$ cat src/design/assert_macros.svh
// ---------------------------------------------------------------------------
// assert_macros.svh
// Assertion macros shared by the lock unit RTL.
// ---------------------------------------------------------------------------
`ifndef ASSERT_MACROS_SVH
`define ASSERT_MACROS_SVH

// Same-cycle implication, disabled while reset is asserted
`define ASSERT_IMPLIES(label, clk, rst_n, ante, cons) \
    label: assert property (@(posedge clk) disable iff (!rst_n) (ante) |-> (cons)) \
        else $error("assertion failed: same-cycle implication");

// Next-cycle implication, disabled while reset is asserted
`define ASSERT_NEXT(label, clk, rst_n, ante, cons) \
    label: assert property (@(posedge clk) disable iff (!rst_n) (ante) |=> (cons)) \
        else $error("assertion failed: next-cycle implication");

`endif

$ cat src/design/rmfh_pkg.sv
// ---------------------------------------------------------------------------
// rmfh_pkg
// Types and constants for the recursive mutex lock unit.
// ---------------------------------------------------------------------------
`timescale 1ns / 1ps
`default_nettype none

package rmfh_pkg;

    // Field widths
    localparam int TASK_W    = 4;
    localparam int STATUS_W  = 4;
    localparam int COUNT_W   = 8;
    localparam int WAITING_W = 5;

    // Default wait queue depth
    localparam int WAIT_DEPTH_DEF = 16;

    // Nesting limit, clipped to what the count register holds
    localparam int NEST_MAX = 255;
    localparam logic [COUNT_W-1:0] NEST_LIMIT =
        COUNT_W'((NEST_MAX > 255) ? 255 : NEST_MAX);

    // Request kinds
    localparam logic KIND_LOCK   = 1'b0;
    localparam logic KIND_UNLOCK = 1'b1;

    // Result status codes
    typedef enum logic [STATUS_W-1:0] {
        ST_ACQUIRED   = 4'd0,
        ST_NESTED     = 4'd1,
        ST_BLOCKED    = 4'd2,
        ST_LOWERED    = 4'd3,
        ST_FREED      = 4'd4,
        ST_HANDOFF    = 4'd5,
        ST_NOT_OWNER  = 4'd6,
        ST_QUEUE_FULL = 4'd7,
        ST_NEST_OVF   = 4'd8
    } status_t;

    // Request sequencer states
    typedef enum logic {
        FSM_IDLE,
        FSM_EXEC
    } fsm_state_t;

endpackage

`default_nettype wire

$ cat src/design/rmfh_req_if.sv
// ---------------------------------------------------------------------------
// rmfh_req_if
// Request channel: lock or unlock request from a numbered task.
// ---------------------------------------------------------------------------
`timescale 1ns / 1ps
`default_nettype none

interface rmfh_req_if
    import rmfh_pkg::*;
();
    logic              valid;
    logic              ready;
    logic              kind;
    logic [TASK_W-1:0] task_id;

    modport source (output valid, output kind, output task_id, input ready);
    modport sink   (input valid, input kind, input task_id, output ready);
endinterface

`default_nettype wire

$ cat src/design/rmfh_rsp_if.sv
// ---------------------------------------------------------------------------
// rmfh_rsp_if
// Result channel: status and lock state after one request.
// ---------------------------------------------------------------------------
`timescale 1ns / 1ps
`default_nettype none

interface rmfh_rsp_if
    import rmfh_pkg::*;
();
    logic                 valid;
    logic                 ready;
    status_t              status;
    logic                 wake_valid;
    logic [TASK_W-1:0]    wake_task;
    logic                 owner_valid;
    logic [TASK_W-1:0]    owner_task;
    logic [COUNT_W-1:0]   hold_count;
    logic [WAITING_W-1:0] waiting;

    modport source (
        output valid, output status, output wake_valid, output wake_task,
        output owner_valid, output owner_task, output hold_count, output waiting,
        input ready
    );
    modport sink (
        input valid, input status, input wake_valid, input wake_task,
        input owner_valid, input owner_task, input hold_count, input waiting,
        output ready
    );
endinterface

`default_nettype wire

$ cat src/design/recursive_mutex_fifo_handoff.sv
// ---------------------------------------------------------------------------
// recursive_mutex_fifo_handoff
// Lock unit for one recursive mutex with a FIFO wait queue of task numbers.
// ---------------------------------------------------------------------------
// Each request passes through two states: accept, while the wait queue
// memory reads the head entry, then decide, which updates the lock state,
// writes the queue and loads the result register. The registered read of
// the wait queue memory sets that split. The next request is accepted in
// the cycle after the result is loaded, while the result may still wait in
// its output register; a result that is not taken holds the unit in its
// decide cycle. The wait queue needs no clearing after reset.
`timescale 1ns / 1ps
`default_nettype none

`include "assert_macros.svh"

module recursive_mutex_fifo_handoff
    import rmfh_pkg::*;
#(
    parameter int WAIT_DEPTH = WAIT_DEPTH_DEF
) (
    input  wire         clk,
    input  wire         rst_n,
    rmfh_req_if.sink    req,
    rmfh_rsp_if.source  rsp
);

    localparam int PTR_W  = (WAIT_DEPTH > 1) ? $clog2(WAIT_DEPTH) : 1;
    localparam int FILL_W = $clog2(WAIT_DEPTH + 1);
    localparam logic [PTR_W-1:0]  PTR_LAST  = PTR_W'(WAIT_DEPTH - 1);
    localparam logic [FILL_W-1:0] FILL_FULL = FILL_W'(WAIT_DEPTH);

    // Wait queue memory
    logic [TASK_W-1:0] queue_mem [WAIT_DEPTH];

    fsm_state_t state_reg, state_next;

    // Lock state
    logic [COUNT_W-1:0] count_reg, count_next;
    logic [TASK_W-1:0]  owner_reg, owner_next;
    logic [PTR_W-1:0]   head_reg, head_next;
    logic [PTR_W-1:0]   tail_reg, tail_next;
    logic [FILL_W-1:0]  fill_reg, fill_next;

    // Captured request and head read data
    logic               kind_reg;
    logic [TASK_W-1:0]  task_reg;
    logic [TASK_W-1:0]  head_data_reg;

    // Result register
    logic                 rsp_valid_reg;
    status_t              status_reg, status_next;
    logic                 wake_valid_reg, wake_valid_next;
    logic [TASK_W-1:0]    wake_task_reg, wake_task_next;
    logic                 owner_valid_reg;
    logic [TASK_W-1:0]    owner_task_reg;
    logic [COUNT_W-1:0]   hold_count_reg;
    logic [WAITING_W-1:0] waiting_reg;

    logic               in_xfer;
    logic               exec_fire;
    logic               queue_we;
    logic [COUNT_W-1:0] count_dec;

    // Sequencer next state
    always_comb
    begin
        state_next = state_reg;
        unique case (state_reg)
            FSM_IDLE:
            begin
                if (req.valid)
                begin
                    state_next = FSM_EXEC;
                end
            end
            FSM_EXEC:
            begin
                if (!rsp_valid_reg || rsp.ready)
                begin
                    state_next = FSM_IDLE;
                end
            end
            default: state_next = FSM_IDLE;
        endcase
    end

    // Sequencer outputs
    always_comb
    begin
        req.ready = 1'b0;
        exec_fire = 1'b0;
        unique case (state_reg)
            FSM_IDLE: req.ready = 1'b1;
            FSM_EXEC: exec_fire = !rsp_valid_reg || rsp.ready;
            default:
            begin
                req.ready = 1'b0;
                exec_fire = 1'b0;
            end
        endcase
    end

    assign in_xfer   = req.valid && req.ready;
    assign count_dec = count_reg - COUNT_W'(1);

    // Request decision and state update
    always_comb
    begin
        count_next      = count_reg;
        owner_next      = owner_reg;
        head_next       = head_reg;
        tail_next       = tail_reg;
        fill_next       = fill_reg;
        status_next     = ST_NOT_OWNER;
        wake_valid_next = 1'b0;
        wake_task_next  = '0;
        queue_we        = 1'b0;
        if (kind_reg == KIND_LOCK)
        begin
            if (count_reg == '0)
            begin
                count_next  = COUNT_W'(1);
                owner_next  = task_reg;
                status_next = ST_ACQUIRED;
            end
            else if (owner_reg == task_reg)
            begin
                if (count_reg >= NEST_LIMIT)
                begin
                    status_next = ST_NEST_OVF;
                end
                else
                begin
                    count_next  = count_reg + COUNT_W'(1);
                    status_next = ST_NESTED;
                end
            end
            else if (fill_reg >= FILL_FULL)
            begin
                status_next = ST_QUEUE_FULL;
            end
            else
            begin
                queue_we    = 1'b1;
                tail_next   = (tail_reg == PTR_LAST) ? '0 : tail_reg + PTR_W'(1);
                fill_next   = fill_reg + FILL_W'(1);
                status_next = ST_BLOCKED;
            end
        end
        else if (count_reg != '0 && owner_reg == task_reg)
        begin
            if (count_dec != '0)
            begin
                count_next  = count_dec;
                status_next = ST_LOWERED;
            end
            else if (fill_reg == '0)
            begin
                count_next  = '0;
                owner_next  = '0;
                status_next = ST_FREED;
            end
            else
            begin
                // Hand the lock to the head waiter
                count_next      = COUNT_W'(1);
                owner_next      = head_data_reg;
                head_next       = (head_reg == PTR_LAST) ? '0 : head_reg + PTR_W'(1);
                fill_next       = fill_reg - FILL_W'(1);
                wake_valid_next = 1'b1;
                wake_task_next  = head_data_reg;
                status_next     = ST_HANDOFF;
            end
        end
    end

    // Wait queue write
    always_ff @(posedge clk)
    begin
        if (exec_fire && queue_we)
        begin
            queue_mem[tail_reg] <= task_reg;
        end
    end

    // Wait queue read; head is stable from accept through the decide cycle
    always_ff @(posedge clk)
    begin
        head_data_reg <= queue_mem[head_reg];
    end

    // Captured request
    always_ff @(posedge clk)
    begin
        if (in_xfer)
        begin
            kind_reg <= req.kind;
            task_reg <= req.task_id;
        end
    end

    // Control and lock state
    always_ff @(posedge clk or negedge rst_n)
    begin
        if (!rst_n)
        begin
            state_reg     <= FSM_IDLE;
            count_reg     <= '0;
            owner_reg     <= '0;
            head_reg      <= '0;
            tail_reg      <= '0;
            fill_reg      <= '0;
            rsp_valid_reg <= 1'b0;
        end
        else
        begin
            state_reg <= state_next;
            if (exec_fire)
            begin
                count_reg     <= count_next;
                owner_reg     <= owner_next;
                head_reg      <= head_next;
                tail_reg      <= tail_next;
                fill_reg      <= fill_next;
                rsp_valid_reg <= 1'b1;
            end
            else if (rsp.ready)
            begin
                rsp_valid_reg <= 1'b0;
            end
        end
    end

    // Result payload
    always_ff @(posedge clk)
    begin
        if (exec_fire)
        begin
            status_reg      <= status_next;
            wake_valid_reg  <= wake_valid_next;
            wake_task_reg   <= wake_task_next;
            owner_valid_reg <= (count_next != '0);
            owner_task_reg  <= (count_next != '0) ? owner_next : '0;
            hold_count_reg  <= count_next;
            waiting_reg     <= WAITING_W'(fill_next);
        end
    end

    assign rsp.valid       = rsp_valid_reg;
    assign rsp.status      = status_reg;
    assign rsp.wake_valid  = wake_valid_reg;
    assign rsp.wake_task   = wake_task_reg;
    assign rsp.owner_valid = owner_valid_reg;
    assign rsp.owner_task  = owner_task_reg;
    assign rsp.hold_count  = hold_count_reg;
    assign rsp.waiting     = waiting_reg;

    // Checks
    `ASSERT_IMPLIES(a_free_no_owner, clk, rst_n, count_reg == '0, owner_reg == '0)
    `ASSERT_IMPLIES(a_fill_bound, clk, rst_n, 1'b1, fill_reg <= FILL_FULL)
    `ASSERT_IMPLIES(a_empty_ptrs, clk, rst_n, fill_reg == '0, head_reg == tail_reg)
    `ASSERT_IMPLIES(a_wake_owner, clk, rst_n, rsp_valid_reg && wake_valid_reg, owner_valid_reg && owner_task_reg == wake_task_reg && status_reg == ST_HANDOFF)
    `ASSERT_NEXT(a_accept_exec, clk, rst_n, in_xfer, state_reg == FSM_EXEC)

endmodule

`default_nettype wire

$ cat src/flat_wrapper.sv
// flat-port wrapper written by rule: the top's interface ports become plain ports
module recursive_mutex_fifo_handoff_flat import rmfh_pkg::*;
#(
    parameter int WAIT_DEPTH = WAIT_DEPTH_DEF
)
  (clk, rst_n, req_valid, req_kind, req_task_id, req_ready, rsp_valid, rsp_status, rsp_wake_valid, rsp_wake_task, rsp_owner_valid, rsp_owner_task, rsp_hold_count, rsp_waiting, rsp_ready);
  rmfh_req_if req_i ();
  rmfh_rsp_if rsp_i ();
  input  wire clk;
  input  wire rst_n;
  input wire logic [$bits(req_i.valid)-1:0] req_valid;
  input wire logic [$bits(req_i.kind)-1:0] req_kind;
  input wire logic [$bits(req_i.task_id)-1:0] req_task_id;
  output wire logic [$bits(req_i.ready)-1:0] req_ready;
  output wire logic [$bits(rsp_i.valid)-1:0] rsp_valid;
  output wire logic [$bits(rsp_i.status)-1:0] rsp_status;
  output wire logic [$bits(rsp_i.wake_valid)-1:0] rsp_wake_valid;
  output wire logic [$bits(rsp_i.wake_task)-1:0] rsp_wake_task;
  output wire logic [$bits(rsp_i.owner_valid)-1:0] rsp_owner_valid;
  output wire logic [$bits(rsp_i.owner_task)-1:0] rsp_owner_task;
  output wire logic [$bits(rsp_i.hold_count)-1:0] rsp_hold_count;
  output wire logic [$bits(rsp_i.waiting)-1:0] rsp_waiting;
  input wire logic [$bits(rsp_i.ready)-1:0] rsp_ready;
  assign req_i.valid = req_valid;
  assign req_i.kind = req_kind;
  assign req_i.task_id = req_task_id;
  assign req_ready = req_i.ready;
  assign rsp_valid = rsp_i.valid;
  assign rsp_status = rsp_i.status;
  assign rsp_wake_valid = rsp_i.wake_valid;
  assign rsp_wake_task = rsp_i.wake_task;
  assign rsp_owner_valid = rsp_i.owner_valid;
  assign rsp_owner_task = rsp_i.owner_task;
  assign rsp_hold_count = rsp_i.hold_count;
  assign rsp_waiting = rsp_i.waiting;
  assign rsp_i.ready = rsp_ready;
  recursive_mutex_fifo_handoff #(.WAIT_DEPTH(WAIT_DEPTH)) u_core (.clk(clk), .rst_n(rst_n), .req(req_i), .rsp(rsp_i));
endmodule
$ cat config.mk
export PLATFORM = sky130hd
export DESIGN_NAME = recursive_mutex_fifo_handoff_flat
export DESIGN_NICKNAME = d
export VERILOG_FILES = /design/src/design/rmfh_pkg.sv /design/src/design/rmfh_req_if.sv /design/src/design/rmfh_rsp_if.sv /design/src/design/recursive_mutex_fifo_handoff.sv /design/src/flat_wrapper.sv
export VERILOG_INCLUDE_DIRS = /design/src /design/src/design
export SDC_FILE = /design/constraint.sdc
export NUM_CORES = 1
export LEC_CHECK = 0
export BUFFER_PORTS_ARGS = -buffer_cell sky130_fd_sc_hd__buf_2
export CELL_PAD_IN_SITES_DETAIL_PLACEMENT = 0
export CELL_PAD_IN_SITES_GLOBAL_PLACEMENT = 1
export CORE_MARGIN = 3
export CORE_UTILIZATION = 40
export CTS_CLUSTER_DIAMETER = 40
export DETAILED_ROUTE_END_ITERATION = 16
export GPL_TIMING_DRIVEN = 1
export PLACE_DENSITY_LB_ADDON = 0.1
export SLEW_MARGIN = 30
export SYNTH_ARGS = -nofsm -noshare
export SYNTH_HDL_FRONTEND = slang
export SYNTH_SLANG_ARGS = --single-unit
export TNS_END_PERCENT = 100
$ cat constraint.sdc
create_clock -name clk -period 5.56 [get_ports clk]
set_input_delay 0 -clock clk [delete_from_list [all_inputs] [get_ports clk]]
set_output_delay 0 -clock clk [all_outputs]
set_load 0.005 [all_outputs]
After elaboration in Yosys (flattened, before gate mapping):

Memories as Yosys holds them, arrays and structs flattened. A register that Yosys moved wholly into a read port is not among the register bits.
Cells that the tools add are included.

* register bits after elaboration: 59
* RAM bits: 64
* bits of input ports: 9
* memories: 1

Memories
* u_core.queue_mem: words 16, bits a word 4, read ports 1, clocked after memory_dff 1, write ports 1, RTL line recursive_mutex_fifo_handoff.sv:34 `logic [TASK_W-1:0] queue_mem [WAIT_DEPTH];`

* $add $sub $neg: 6
* order comparisons: 2
* equality and inequality tests: 3
* mux-type cells: 43
* bitwise operators: 8
* reductions and logical operators: 14

Operators by type and width (number)
* $mux 4: 13
* $mux 8: 6
* $mux 5: 7
* $reduce_bool 8->1: 3
* $mux 1: 15
* $reduce_and 5->1: 2
* $add 4x1->4 const B: 2
* $add 8x1->8 const B: 1
* $eq 4x4->1 const B: 2
* $ge 8x8->1 const B: 1
* $logic_not 8->1: 1
* $not 1->1: 8
* $sub 8x1->8 const B: 1
* $add 5x1->5 const B: 1
* $ge 5x5->1 const B: 1
* $logic_not 5->1: 1
* $sub 5x1->5 const B: 1
* $eq 4x4->1: 1
* $logic_and 1x1->1: 3
* $mux 3: 1
* $reduce_or 3->1: 1
* $pmux 1 s2: 1
* $reduce_bool 2->1: 1
* $logic_not 1->1: 1
* $logic_or 1x1->1: 1

Depth between registers and ports, before layout:

* depth in word-level cells: 8
* gate-level depth with buffers: 11
* gate-level depth less buffers: 9

Worst setup path before layout:

OpenSTA, ideal clock, no wires.

* path type: register to register
* from: reg u_core.task_reg[3]
* to: reg u_core.owner_task_reg[0] (netlist: u_core.rsp.owner_task[0]) (data pin)
* setup time: 275 ps
* arrival: 2794 ps
* data required time: 5285 ps
* setup slack: 2491 ps
* stages on the path, launching flop included: 9
* buffers on the path: 1
* clock period less this slack: 3069 ps
* path through: edfxtp_1 xor2_1 or4_1 buf_2 or4_4 xor2_1 o32ai_4 nor4_2 a21oi_1

* word-level cells in the longest chain between the ends: 5

Ends and longest elaborated chain
* from (decl): RTL line recursive_mutex_fifo_handoff.sv:47 `logic [TASK_W-1:0] task_reg;`
* from (signal assigned): RTL line recursive_mutex_fifo_handoff.sv:199 `task_reg <= req.task_id;`
* $eq 4x4->1 *: RTL line recursive_mutex_fifo_handoff.sv:127, recursive_mutex_fifo_handoff.sv:151
* $mux 8 or $logic_and 1x1->1 (tied branches): RTL line recursive_mutex_fifo_handoff.sv:127, recursive_mutex_fifo_handoff.sv:151
* $mux 8, on equally long branches: RTL line recursive_mutex_fifo_handoff.sv:121, recursive_mutex_fifo_handoff.sv:151
* $mux 8 *: RTL line recursive_mutex_fifo_handoff.sv:119 `if (kind_reg == KIND_LOCK)`
* via u_core.count_next[5]: RTL line recursive_mutex_fifo_handoff.sv:39 `logic [COUNT_W-1:0] count_reg, count_next;`
* $reduce_bool 8->1 *: RTL line recursive_mutex_fifo_handoff.sv:244 `owner_task_reg <= (count_next != '0) ? owner_next : '0;`
* to (signal assigned): RTL line recursive_mutex_fifo_handoff.sv:244
* to (decl): RTL line recursive_mutex_fifo_handoff.sv:56 `logic [TASK_W-1:0] owner_task_reg;`

Mark *: on every way through the listed nets, which the timed path passes. The rest lies on a longest branch.
A chain may end at the register's enable or synchronous reset.

Worst setup path after layout:

* from: reg u_core.task_reg[3]
* to: reg u_core.owner_task_reg[1] (netlist: u_core.rsp.owner_task[1]) (data pin)

Same word-level chain as after synthesis.

==> summary.txt <==
DR vias/cell -> 5.61
Cell Pwr Density -> 522 nW/um^2
outcome -> complete, no violations
clock sinks -> 127
min-delay worst type -> in -> async
EDFF count, synth -> 96
post-synthesis async set-or-reset flop share -> 0.213
clock slew at reported path FFs -> 0.06 ns
Static Leakage -> 0.00254 uW
1st-iter DRT viols -> 250
Fin. Hold Viols -> 0
row cnt -> 44
CP max stage delay -> 0.73 ns
DR vias -> 4030
Crit path depth -> 7
Max Cap Viol -> 0
IO buf count -> 37
Routed WL per cell -> 19.3 microns
end point of the critical path -> u_core.rsp.owner_task[1]$_SDFFCE_PN0P_
RR Endpoint -> u_core.rsp.owner_task[1]$_SDFFCE_PN0P_
CP startpoint -> u_core.task_reg[3]$_DFFE_PP_
first-pass GRT wire length -> 22300 microns
YS warnings -> 0
Worst EP arrival -> 3.70 ns
cell mode on critical path -> xor2_1
Yosys reg bits -> 127
Detailed Place HPWL -> 9420 microns
Core Area -> 14600 sq um
Hold WS -> 0.188 ns
Die Area -> 16500 sq um
minimum clock period -> 3.56 ns
most common cell after layout, fill and taps aside -> edfxtp_1
worst vdd ir -> 0.000319 V
startpoint types -> flop
Area growth syn-to-layout -> 15.4%
largest net degree at the start of global routing -> 31
gr usage total -> 0.178
Reg2Reg Depth -> 7
CP Max Fanout -> 18
post-synthesis sequential area ratio -> 0.605
Worst-Skew Late Latency -> 0.42 ns
Max clock buf depth -> 2
# IOs -> 38
post-CTS setup buffers -> 0
Pre-Repair DR Iteration Count -> 5
Post-Synthesis Cells -> 484
post-synthesis cell type count -> 63
Root Buffer -> clkbuf_16
worst r2r src -> u_core.task_reg[3]$_DFFE_PP_
Die Y -> 129 microns
setup TNS -> 0 ns
total congestion overflow -> 0
Buffers & Inverters on Critical Path -> 0
Final GP Congestion -> 0.804
Post-Syn Area -> 6010 sq um
initial core utilization -> 0.411
number of antenna violations at the first check in global routing -> 0
drc violations -> 0
vias in the first global route -> 3970
net count after synthesis -> 503
Fin Clk Skew -> 0.00852 ns
CTS Buf Count -> 17
Worst Setup End Kind -> flop
Max-Slew Margin vs Limit -> 0.492
setup slack, reg-to-reg -> 2.00 ns
setup violators final -> 0
Die W -> 129 microns
CP delay by family, top -> simple AND/OR/NAND/NOR gates
final wirelength -> 13800 microns
Mean Syn Cell Area -> 12.4 sq um
RSZ-0062 raised after global routing -> no
critical path cell sequence -> xor2_1, or4_1, or4_4, xor2_1, o32ai_4, nor4_2, a21oi_1
diode count -> 0
max FFs per register -> 64
most frequent cells in the layout -> 96 x edfxtp_1, 50 x nand2_1, 37 x buf_2
Final nets -> 540
CTS tree -> done
max-slew violations -> 0
layout cells sized above 1 -> 0.185
Slew @ Worst Pin -> 0.756 ns
Final Cycle Share -> 0.641
antenna viol nets, final -> 0
Crit Path Category -> reg -> reg
max frequency -> 0.281 GHz
critical path data required time -> 5.70 ns
ys flop type -> edfxtp_1
H-tree depth -> 4
Slowest cell on crit path -> edfxtp_1
## layer usage
| metal | vias to the layer above | track usage | share of wire |
|---|---|---|---|
| met5 | - | 0 | 0 |
| met4 | 0 | 0.0716 | 0.019 |
| met3 | 25 | 0.0457 | 0.063 |
| met2 | 137 | 0.236 | 0.41 |
| met1 | 1958 | 0.275 | 0.51 |
| li1 | 1910 | - | - |
## how the worst min path moves through the flow
stage                     start                              end  slack (ns)  depth (start not counted)
final                     rst_n  u_core.count_reg[4]$_DFFE_PN0P_        0.19                          2
after global routing      rst_n  u_core.count_reg[4]$_DFFE_PN0P_        0.25                          2
after CTS                 rst_n  u_core.count_reg[2]$_DFFE_PN0P_        0.20                          2
after detailed placement  rst_n  u_core.count_reg[4]$_DFFE_PN0P_        0.11                          1
after global placement    rst_n  u_core.count_reg[4]$_DFFE_PN0P_        0.11                          1
after floorplan           rst_n  u_core.count_reg[0]$_DFFE_PN0P_       -0.30                          0
## cell usage after synthesis, types with 4 or more instances
master,number,area (sq um)
mux2i_1,16,160
o22ai_1,4,25.0
nor2_1,30,113
a22o_1,6,52.6
inv_1,13,48.8
a31oi_1,8,50.1
o21ai_0,21,105
nand3_1,14,70.1
xnor2_1,7,61.3
and2_1,6,37.5
a221oi_1,4,35.0
buf_2,5,25.0
a21o_1,4,30.0
clkbuf_1,19,71.3
a21oi_1,25,125
and3_1,7,43.8
buf_4,4,30.0
nor3_1,14,70.1
dfrtp_1,27,676
and4_1,4,35.0
mux4_2,8,180
a32o_1,4,40.0
dfxtp_1,4,80.1
nand4_1,6,37.5
nand2_1,50,188
edfxtp_1,96,2880
ha_1,10,125
a22oi_1,4,30.0
xor2_1,7,61.3
## metrics by stage
step	utilization	cell area (sq um)	std cells	worst slack (ns)	total power, uW
CTS	0.474	6940	718	1.95	3650
detailed placement	0.431	6310	678	1.98	2610
floorplan	-	6010	484	2.49	2270
finish	0.474	6940	718	2.00	3620
global placement	0.431	6310	678	2.11	2610
global route	0.474	6940	718	1.63	3860
## final cells by class
type	instances	area, sq um
tap	184	230
clock inverter	15	121
sequential	127	3640
multi-input combinational	311	2170
timing repair buffer	51	310
clock buffer	17	425
inverter	13	48.8
fill	1319	7700
## cell families (layout without fill, tap and decap cells)
| kind of cell | count (synthesis) | after routing | share of synthesized area |
|---|---|---|---|
| buf+inv | 46 | 96 | 0.0347 |
| xor+xnor | 14 | 14 | 0.0204 |
| simple gates | 157 | 157 | 0.134 |
| compound gates | 100 | 100 | 0.118 |
| fa+ha+maj | 10 | 10 | 0.0208 |
| flops | 127 | 127 | 0.605 |
| mux | 30 | 30 | 0.0678 |
## worst register-to-register path, cell delays in order, from the launching register on
cell	delay [ns]
edfxtp_1	0.73
xor2_1	0.21
or4_1	0.70
or4_4	0.58
xor2_1	0.25
o32ai_4	0.16
nor4_2	0.50
a21oi_1	0.15
## repair_timing
item,in CTS,in global routing
hold buffers,8,0
hold endpoints to repair,34,0
resized for setup,0,0
## power breakdown
part	switching (uW)	internal, uW
combinational	688	424
clock	411	609
sequential	210	1280
total	1310	2310
No activity file was read; power rests on OpenSTA's default activity.
